**src/sv/h2r_pkg.sv**
```systemverilog
// ----------------------------------------------------------------------------
// h2r_pkg
// Shared types and constants for the HSV to RGB converter pipeline.
// ----------------------------------------------------------------------------
package h2r_pkg;

  localparam int unsigned HUE_W     = 9;
  localparam int unsigned PCT_W     = 7;
  localparam int unsigned CHAN_W    = 8;
  localparam int unsigned SV_W      = 14;
  localparam int unsigned DIST_W    = 6;
  localparam int unsigned NUM_W     = 20;
  localparam int unsigned SCALED_W  = 28;
  localparam int unsigned PROD_W    = 57;

  localparam int unsigned HUE_MAX    = 360;
  localparam int unsigned PCT_MAX    = 100;
  localparam int unsigned SECTOR_DEG = 60;
  localparam int unsigned CHAN_MAX   = 255;
  localparam int unsigned BASE_SCALE = SECTOR_DEG * PCT_MAX;

  // floor(p / 600000) == (p * RECIP_M) >> RECIP_SHIFT for p < 2^28
  localparam int unsigned  RECIP_SHIFT = 48;
  localparam longint unsigned RECIP_M  = 64'd469124962;

  typedef enum logic [2:0] {
    SEC_RY, SEC_YG, SEC_GC, SEC_CB, SEC_BM, SEC_MR
  } sector_t;

  typedef enum logic [1:0] {
    TERM_C, TERM_X, TERM_ZERO
  } term_t;

  typedef struct packed {
    logic              err;
    logic [NUM_W-1:0]  base;
    logic [NUM_W-1:0]  px;
    logic [NUM_W-1:0]  pz;
    term_t             red_term;
    term_t             green_term;
    term_t             blue_term;
  } h2r_mid_t;

endpackage

```
**src/sv/h2r_front.sv**
```systemverilog
// ----------------------------------------------------------------------------
// h2r_front
// Stages 1-2: range check, sector decode, S*V, then the three products
// 6000*V, S*V*d and S*V*60.
// ----------------------------------------------------------------------------
module h2r_front (
  input  logic                          clk,
  input  logic                          en1,
  input  logic                          en2,
  input  logic [h2r_pkg::HUE_W-1:0]     hue,
  input  logic [h2r_pkg::PCT_W-1:0]     sat,
  input  logic [h2r_pkg::PCT_W-1:0]     val,
  output h2r_pkg::h2r_mid_t             mid
);
  import h2r_pkg::*;

  logic              err_nxt, err_r;
  logic [SV_W-1:0]   sv_nxt, sv_r;
  logic [DIST_W-1:0] d_nxt, d_r;
  logic [PCT_W-1:0]  v_r;
  term_t             rt_nxt, gt_nxt, bt_nxt;
  term_t             rt_r, gt_r, bt_r;
  logic [HUE_W-1:0]  t;
  sector_t           sector;
  h2r_mid_t          mid_nxt, mid_r;

  always_comb begin
    err_nxt = (hue > HUE_W'(HUE_MAX)) || (sat > PCT_W'(PCT_MAX)) ||
              (val > PCT_W'(PCT_MAX));
    sv_nxt  = SV_W'(sat) * SV_W'(val);

    if (hue >= HUE_W'(360))      t = hue - HUE_W'(360);
    else if (hue >= HUE_W'(240)) t = hue - HUE_W'(240);
    else if (hue >= HUE_W'(120)) t = hue - HUE_W'(120);
    else                         t = hue;

    if (t >= HUE_W'(SECTOR_DEG)) d_nxt = DIST_W'(t - HUE_W'(SECTOR_DEG));
    else                         d_nxt = DIST_W'(HUE_W'(SECTOR_DEG) - t);

    if (hue >= HUE_W'(300))      sector = SEC_MR;
    else if (hue >= HUE_W'(240)) sector = SEC_BM;
    else if (hue >= HUE_W'(180)) sector = SEC_CB;
    else if (hue >= HUE_W'(120)) sector = SEC_GC;
    else if (hue >= HUE_W'(60))  sector = SEC_YG;
    else                         sector = SEC_RY;

    unique case (sector)
      SEC_RY:  begin rt_nxt = TERM_C;    gt_nxt = TERM_X;    bt_nxt = TERM_ZERO; end
      SEC_YG:  begin rt_nxt = TERM_X;    gt_nxt = TERM_C;    bt_nxt = TERM_ZERO; end
      SEC_GC:  begin rt_nxt = TERM_ZERO; gt_nxt = TERM_C;    bt_nxt = TERM_X;    end
      SEC_CB:  begin rt_nxt = TERM_ZERO; gt_nxt = TERM_X;    bt_nxt = TERM_C;    end
      SEC_BM:  begin rt_nxt = TERM_X;    gt_nxt = TERM_ZERO; bt_nxt = TERM_C;    end
      default: begin rt_nxt = TERM_C;    gt_nxt = TERM_ZERO; bt_nxt = TERM_X;    end
    endcase
  end

  always_ff @(posedge clk) begin
    if (en1) begin
      err_r <= err_nxt;
      sv_r  <= sv_nxt;
      d_r   <= d_nxt;
      v_r   <= val;
      rt_r  <= rt_nxt;
      gt_r  <= gt_nxt;
      bt_r  <= bt_nxt;
    end
  end

  always_comb begin
    mid_nxt.err        = err_r;
    mid_nxt.base       = NUM_W'(v_r) * NUM_W'(BASE_SCALE);
    mid_nxt.px         = NUM_W'(sv_r) * NUM_W'(d_r);
    mid_nxt.pz         = NUM_W'(sv_r) * NUM_W'(SECTOR_DEG);
    mid_nxt.red_term   = rt_r;
    mid_nxt.green_term = gt_r;
    mid_nxt.blue_term  = bt_r;
  end

  always_ff @(posedge clk) begin
    if (en2) begin
      mid_r <= mid_nxt;
    end
  end

  assign mid = mid_r;

endmodule

```
**src/sv/h2r_chan.sv**
```systemverilog
// ----------------------------------------------------------------------------
// h2r_chan
// Stages 3-4 of one channel: numerator select and scale by 255, then
// division by 600000 through a reciprocal multiply.
// ----------------------------------------------------------------------------
module h2r_chan (
  input  logic                          clk,
  input  logic                          en3,
  input  logic                          en4,
  input  h2r_pkg::h2r_mid_t             mid,
  input  h2r_pkg::term_t                term,
  output logic [h2r_pkg::CHAN_W-1:0]    chan
);
  import h2r_pkg::*;

  logic [NUM_W-1:0]    num;
  logic [SCALED_W-1:0] scaled_nxt, scaled_r;
  logic [PROD_W-1:0]   prod;
  logic [CHAN_W-1:0]   chan_nxt, chan_r;

  always_comb begin
    case (term)
      TERM_C:  num = mid.base;
      TERM_X:  num = mid.base - mid.px;
      default: num = mid.base - mid.pz;
    endcase
    if (mid.err) num = '0;
    scaled_nxt = SCALED_W'(num) * SCALED_W'(CHAN_MAX);
  end

  always_ff @(posedge clk) begin
    if (en3) begin
      scaled_r <= scaled_nxt;
    end
  end

  assign prod     = PROD_W'(scaled_r) * PROD_W'(RECIP_M);
  assign chan_nxt = prod[RECIP_SHIFT +: CHAN_W];

  always_ff @(posedge clk) begin
    if (en4) begin
      chan_r <= chan_nxt;
    end
  end

  assign chan = chan_r;

endmodule

```
**src/sv/hsv_to_rgb_converter.sv**
```systemverilog
// ----------------------------------------------------------------------------
// Each input transfer passes the stage 1, 2, 3 and 4 registers before result valid.
// Throughput: one transfer per cycle; each stage holds when the one after
// it is full and stalled, so bubbles close up under back-pressure.
// Reset (rst_n low, synchronous) empties the pipeline; data regs keep state.
// ----------------------------------------------------------------------------
// hsv_to_rgb_converter
// Four-stage HSV to 8-bit RGB converter with range check.
// ----------------------------------------------------------------------------
module hsv_to_rgb_converter (
  input  logic                          clk,
  input  logic                          rst_n,
  input  logic                          in_valid,
  output logic                          in_stall,
  input  logic [h2r_pkg::HUE_W-1:0]     in_hue_degrees,
  input  logic [h2r_pkg::PCT_W-1:0]     in_saturation_pct,
  input  logic [h2r_pkg::PCT_W-1:0]     in_value_pct,
  output logic                          out_valid,
  input  logic                          out_stall,
  output logic [h2r_pkg::CHAN_W-1:0]    out_red,
  output logic [h2r_pkg::CHAN_W-1:0]    out_green,
  output logic [h2r_pkg::CHAN_W-1:0]    out_blue,
  output logic                          out_range_error
);
  import h2r_pkg::*;

  logic [3:0] vld_r, vld_nxt;
  logic [3:0] rdy;
  logic       err3_r, err4_r;
  h2r_mid_t   mid;

  always_comb begin
    rdy[3] = !vld_r[3] || !out_stall;
    rdy[2] = !vld_r[2] || rdy[3];
    rdy[1] = !vld_r[1] || rdy[2];
    rdy[0] = !vld_r[0] || rdy[1];
    vld_nxt[0] = rdy[0] ? in_valid : vld_r[0];
    vld_nxt[1] = rdy[1] ? vld_r[0] : vld_r[1];
    vld_nxt[2] = rdy[2] ? vld_r[1] : vld_r[2];
    vld_nxt[3] = rdy[3] ? vld_r[2] : vld_r[3];
  end

  always_ff @(posedge clk) begin
    if (!rst_n) begin
      vld_r <= '0;
    end else begin
      vld_r <= vld_nxt;
    end
  end

  always_ff @(posedge clk) begin
    if (rdy[2]) err3_r <= mid.err;
    if (rdy[3]) err4_r <= err3_r;
  end

  h2r_front u_front (
    .clk (clk),
    .en1 (rdy[0]),
    .en2 (rdy[1]),
    .hue (in_hue_degrees),
    .sat (in_saturation_pct),
    .val (in_value_pct),
    .mid (mid)
  );

  h2r_chan u_red (
    .clk  (clk),
    .en3  (rdy[2]),
    .en4  (rdy[3]),
    .mid  (mid),
    .term (mid.red_term),
    .chan (out_red)
  );

  h2r_chan u_green (
    .clk  (clk),
    .en3  (rdy[2]),
    .en4  (rdy[3]),
    .mid  (mid),
    .term (mid.green_term),
    .chan (out_green)
  );

  h2r_chan u_blue (
    .clk  (clk),
    .en3  (rdy[2]),
    .en4  (rdy[3]),
    .mid  (mid),
    .term (mid.blue_term),
    .chan (out_blue)
  );

  assign in_stall        = !rdy[0];
  assign out_valid       = vld_r[3];
  assign out_range_error = err4_r;

endmodule

```
**config.mk**
```make
export PLATFORM = sky130hd
export DESIGN_NAME = hsv_to_rgb_converter
export DESIGN_NICKNAME = d
export VERILOG_FILES = /design/src/sv/h2r_pkg.sv /design/src/sv/h2r_front.sv /design/src/sv/h2r_chan.sv /design/src/sv/hsv_to_rgb_converter.sv
export SDC_FILE = /design/constraint.sdc
export NUM_CORES = 2
export LEC_CHECK = 0
export ABC_AREA = 1
export BUFFER_PORTS_ARGS = -buffer_cell sky130_fd_sc_hd__buf_4
export CORE_ASPECT_RATIO = 0.9
export CORE_MARGIN = 2
export CORE_UTILIZATION = 45
export CTS_BUF_LIST = sky130_fd_sc_hd__clkbuf_16
export CTS_CLUSTER_DIAMETER = 80
export DETAILED_ROUTE_END_ITERATION = 12
export PLACE_DENSITY = 0.66
export SETUP_SLACK_MARGIN = 0.4
export SLEW_MARGIN = 20
export SYNTH_ARGS = -nofsm -noshare
export SYNTH_HDL_FRONTEND = slang
export SYNTH_HIERARCHICAL = 1
export SYNTH_SLANG_ARGS = --single-unit
export TNS_END_PERCENT = 100
```
**constraint.sdc**
```tcl
create_clock -name clk -period 12.5 [get_ports clk]
set_input_delay 0.625 -clock clk [delete_from_list [all_inputs] [get_ports clk]]
set_output_delay 0.625 -clock clk [all_outputs]
set_load 0.05 [all_outputs]
```
* Yosys cells after proc, flatten, opt, wreduce, memory -nomap -nowiden
Cells that the tools add are included.
** Cells by class
- Add/subtract/negate cells :: 7
- Multipliers :: 10
- Order comparisons :: 10
- Equality and inequality tests :: 7
- Muxes and demuxes :: 18
- Reduce and logical (&&, ||, !) cells :: 22
** Operators by type and width (count)
- $mul 28x28->55 const B :: 3
- $pmux 20 s2 :: 3
- $mul 20x8->28 const B :: 3
- $mux 20 :: 3
- $sub 20x20->20 :: 2
- $mux 9 :: 3
- $mul 14x6->20 :: 1
- $ge 9x6->1 const B :: 2
- $ge 9x8->1 const B :: 2
- $ge 9x9->1 const B :: 2
- $mul 14x4->18 const B :: 1
- $mul 7x9->16 const B :: 1
- $gt 7x7->1 const B :: 2
- $mul 7x7->14 :: 1
- $mux 3 :: 4
- $pmux 2 s2 :: 3
- $reduce_or 2->1 :: 6
- $ge 9x7->1 const B :: 1
- $gt 9x9->1 const B :: 1
- $sub 9x7->9 const B :: 1
- $sub 9x8->9 const B :: 1
- $sub 9x9->9 const B :: 1
- $eq 2x1->1 const B :: 3
- $eq 3x2->1 const B :: 2
- 10 further kinds :: 22
** Word-level totals
- Flip-flop bits (word level) :: 209
- Input bits :: 27
- Output and inout bits :: 27
- Word-level logic and storage cells :: 100

* Logic depth before layout (Yosys ltp)
- Word-level depth :: 9
- Mapped depth :: 36
- Mapped depth without buffers :: 35

* Cells and area by module
Netlist, hierarchy kept.
** By module, submodules not included
- h2r_chan (u_red) :: times used 1, cells each 2401, area an instance 20289.5 µm², sequential area each 1081.0 µm²
- h2r_chan (u_green) :: times used 1, cells each 2394, area an instance 20180.6 µm², sequential area each 1081.0 µm²
- h2r_chan (u_blue) :: times used 1, cells each 2347, area an instance 20012.9 µm², sequential area each 1081.0 µm²
- h2r_front :: times used 1, cells each 1168, area an instance 10591.4 µm², sequential area each 2852.7 µm²
- hsv_to_rgb_converter :: times used 1, cells each 20, area an instance 220.2 µm², sequential area each 140.1 µm²

* Worst setup path after synthesis
OpenSTA, ideal clock, no wires.
- Kind :: reg2reg
- Start :: register u_front.mid_r (netlist bit u_front/mid[0])
- End :: register u_blue.scaled_r[25] (data pin)
- Setup time :: 252 ps
- Data arrival time :: 5741 ps
- Required time :: 12248 ps
- Path slack :: 6506 ps
- Stages on the path, launching flop included :: 31
- Buffers on the path :: 1
- Clock period less this slack :: 5994 ps
- Cell sequence :: edfxtp_1 nand2_1 buf_2 o21ai_0 fa_1 inv_1 nand3_1 nand2_1 inv_1 o21ai_2 and2_1 o21ai_0 nand3_1 inv_1 fa_1 inv_1 fa_1 inv_1 fa_1 inv_1 fa_1 inv_1 ha_1 a21oi_2 o21ai_0 a21oi_1 o21ai_2 a21oi_1 inv_1 nand2_1 nand2_1
** On the way
- Cells in the longest elaborated chain, start to end :: 4
- Elaborated cells on any way between the ends :: 5
- Those cells by class :: mul (1); eq/ne (1); mux (2); reduce/logical (1)
** RTL lines
- start, declared :: line h2r_front.sv:25 : h2r_mid_t mid_nxt, mid_r;
- start signal, assigned :: line h2r_front.sv:81 : mid_r <= mid_nxt;
- $eq 2x1->1 or $logic_not 2->1 (tied branches) :: line h2r_chan.sv:22 : case (term)
- $pmux 20 s2 (*) :: line h2r_chan.sv:22
- $mux 20 (*) :: line h2r_chan.sv:27 : if (mid.err) num = '0;
- $mul 20x8->28 (*) :: line h2r_chan.sv:28 : scaled_nxt = SCALED_W'(num) * SCALED_W'(CHAN_MAX);
- net u_blue.scaled_nxt[25] :: line h2r_chan.sv:17 : logic [SCALED_W-1:0] scaled_nxt, scaled_r;
- end signal, assigned :: line h2r_chan.sv:33 : scaled_r <= scaled_nxt;
- end, declared :: line h2r_chan.sv:17
The timed path passes the listed nets; every way through them passes the cells marked *.
A chain may end at the register's enable or synchronous reset.

* Worst setup path after layout
- Start :: register u_front.mid_r (netlist bit u_front/mid[0])
- End :: register u_blue.scaled_r[21] (data pin)
The elaborated chain is that of the path after synthesis.

==> results.sh <==
export IMPL_cts_root_buf="clkbuf_16"
export IMPL_period_share=0.5853
export IMPL_grt_antenna_before_repair=2
export IMPL_first_pass_iters=6
export IMPL_fmaxAchievable_ghz=0.1367
export IMPL_io_buffers=53
export IMPL_synth_edf_count=205
export IMPL_yosysSeqAreaShare=0.08747
export IMPL_stdcell_count=10510
export IMPL_critPathMaxStageDelay_ns=0.79
export IMPL_wl_per_cell_microns=17.98
export IMPL_fp_dieH_microns=381.6
export IMPL_drt_iter0_markers=3994
export IMPL_die_w_microns=423.6
export IMPL_ant_nets=0
export IMPL_grt_overflow=0
export IMPL_area_delta_synth_final_pct=5.842
export IMPL_cpMostUsedCell="inv_1"
export IMPL_path_max_fanout=21
export IMPL_nFillCells=15120
export IMPL_nNetsFinal=10790
export IMPL_synthesis_area_sq_um=71290
export IMPL_min_period_ns=7.316
export IMPL_io_pins=54
export IMPL_start_util=0.4532
export IMPL_drive_gt1_frac=0.03364
export IMPL_cts_inserted_buffers=36
export IMPL_crit_type="reg2reg"
export IMPL_ys_types=58
export IMPL_wirelength_mm=189.0
export IMPL_worstSkewPairLatency_ns=0.64
export IMPL_vias_per_cell=5.027
export IMPL_met1_usage=0.3474
export IMPL_ys_ff_latch=209
export IMPL_met3_usage=0.03524
export IMPL_cts_resized=0
export IMPL_gr_max_usage_layer="met2"
export IMPL_async_flop_share=0
export IMPL_fin_setup_tns_ns=0
export IMPL_clockBufferDepth=3
export IMPL_cts_setup_buffers=0
export IMPL_dp_cells=10450
export IMPL_grt_use_met2=0.3912
export IMPL_required_ns=12.86
export IMPL_cts_hold_buf=0
export IMPL_yosysWarnings=6
export IMPL_slew_viol_final=0
export IMPL_cts_tree="built"
export IMPL_rows=138
export IMPL_arrival_ns=7.68
export IMPL_yosys_most_used_dff="edfxtp_1"
export IMPL_status="finished, final reports clean"
export IMPL_cp_slowest_cell="nand2_1"
export IMPL_grt_usage=0.2427
export IMPL_grt_pass1_vias=56930
export IMPL_hpwl_mm=168.7
export IMPL_cts_sinks=209
export IMPL_core_region_area_sq_um=157300
export IMPL_cap_violations=0
export IMPL_slew_headroom=0.2946
export IMPL_dieArea_sq_um=161600
export IMPL_rsz0062_at_grt="false"
export IMPL_synth_avg_cell_area_sq_um=8.559
export IMPL_cts_clk_slew_worst_paths_ns=0.06
export IMPL_worst_pin_slew_ns=1.056
export IMPL_n_antenna_cell=0
export IMPL_fin_skew_ns=0.03546
export IMPL_htree_levels=2
export IMPL_grt_pass1_wl_mm=308.9
export IMPL_gp_congestion=0.9798
export IMPL_setup_violations=0
export IMPL_hold_violations=0
export IMPL_grt_max_degree=66
export IMPL_num_vias=52850
export IMPL_hold_path_class="in2reg"
export IMPL_netlist_instances=8330
export IMPL_drc_errors=0
export IMPL_worst_setup_path_end_kind="flop"
export IMPL_crit_path_start_kind="flop"
[sequential cells by signal, indices dropped and copies added, names as in the netlist]
signal and count:
vld_r 4, u_front/sv_r 14, u_red/chan 8, err3_r 1, u_green/scaled_r 28, u_green/chan 8
u_front/bt_r 2, u_front/gt_r 2, u_red/scaled_r 28, u_front/d_r 6, u_front/mid 61, u_front/rt_r 2
u_front/err_r 1, u_blue/scaled_r 28, u_front/v_r 7, out_range_error 1, u_blue/chan 8
[cell type report]
| class | instances | area (sq um) | share of cell area |
|---|---|---|---|
| clock buffers | 36 | 900.9 | 0.01194 |
| clock inverters | 30 | 386.6 | 0.005124 |
| inverters | 2593 | 9741 | 0.1291 |
| multi-input cells | 5485 | 55120 | 0.7304 |
| flip-flops and latches | 209 | 6236 | 0.08264 |
| well taps | 2100 | 2628 | 0.03482 |
| repair buffers | 60 | 450.4 | 0.005969 |
[metal layers]
| metal | share of wire | vias to the layer above |
|---|---|---|
| li1 | - | 25160 |
| met1 | 0.46 | 25950 |
| met2 | 0.45 | 1514 |
| met3 | 0.064 | 223 |
| met4 | 0.022 | 0 |
| met5 | 0 | - |
[cell usage in the layout (no fill, tap or decap), types with 40 or more instances in the layout]
cell,Yosys,final
xnor2_1,60,60
inv_1,2561,2562
edfxtp_1,205,205
mux2i_1,51,51
a21oi_1,347,347
nand4_1,73,73
nand2_1,1190,1189
nor3_1,40,40
fa_1,1351,1351
nand3_1,266,266
o21ai_0,151,150
xor2_1,90,90
ha_1,1030,1030
buf_4,6,60
nor2_1,491,491
a21o_1,41,41
[cell usage after synthesis, types with 60 or more instances]
cell,n,area [sq um]
fa_1,1351,27050
o21ai_0,151,755.7
nand2_1,1190,4467
ha_1,1030,12890
nand4_1,73,456.7
a21oi_1,347,1737
nor2_1,491,1843
xnor2_1,60,525.5
edfxtp_1,205,6156
inv_1,2561,9613
xor2_1,90,788.3
nand3_1,266,1331
[critical path: cells and delay by family (launching register included)]
family	cells	cell delay [ns]
compound gates	7	1.40
fa+ha+maj	6	3.03
buf+inv	8	0.61
flops	1	0.40
simple gates	9	1.58
[path summary, 6_finish.rpt]
kind                startpoint             endpoint  slack (ns)  cells past startpoint
max             u_front/mid[0]  u_blue/scaled_r[21]        5.18                     30
min          in_hue_degrees[0]       u_front/d_r[0]        0.22                      1
max reg2reg     u_front/mid[0]  u_blue/scaled_r[21]        5.18                     30
min reg2reg      u_front/err_r      u_front/mid[66]        0.43                      0
[through the flow]
step	worst slack, ns	utilization	hold WS (ns)	cell area, sq um
floorplan	6.506	-	0.4003	71310
global placement	5.309	0.4715	0.4089	74170
detailed placement	5.258	0.4715	0.4189	74170
CTS	5.209	0.4797	0.1782	75460
global route	4.581	0.4797	0.1984	75460
finish	5.184	0.4797	0.2225	75460
[cell families (layout without fill, tap and decap cells)]
logic type | Yosys count | count (layout) | share of synthesized area
multiplexers | 51 | 51 | 0.007160
XOR/XNOR | 150 | 150 | 0.01843
buffers and inverters | 2641 | 2719 | 0.1397
adder cells (fa/ha/maj) | 2381 | 2381 | 0.5601
other | 1 | 6 | 0.00005260
AO/OA/AOI/OAI | 690 | 690 | 0.05539
AND/OR/NAND/NOR | 2207 | 2207 | 0.1317
flip-flops | 209 | 209 | 0.08747
Power is not shown: default switching activity piles up to over one toggle a cycle in this logic, so the estimate is an artifact.
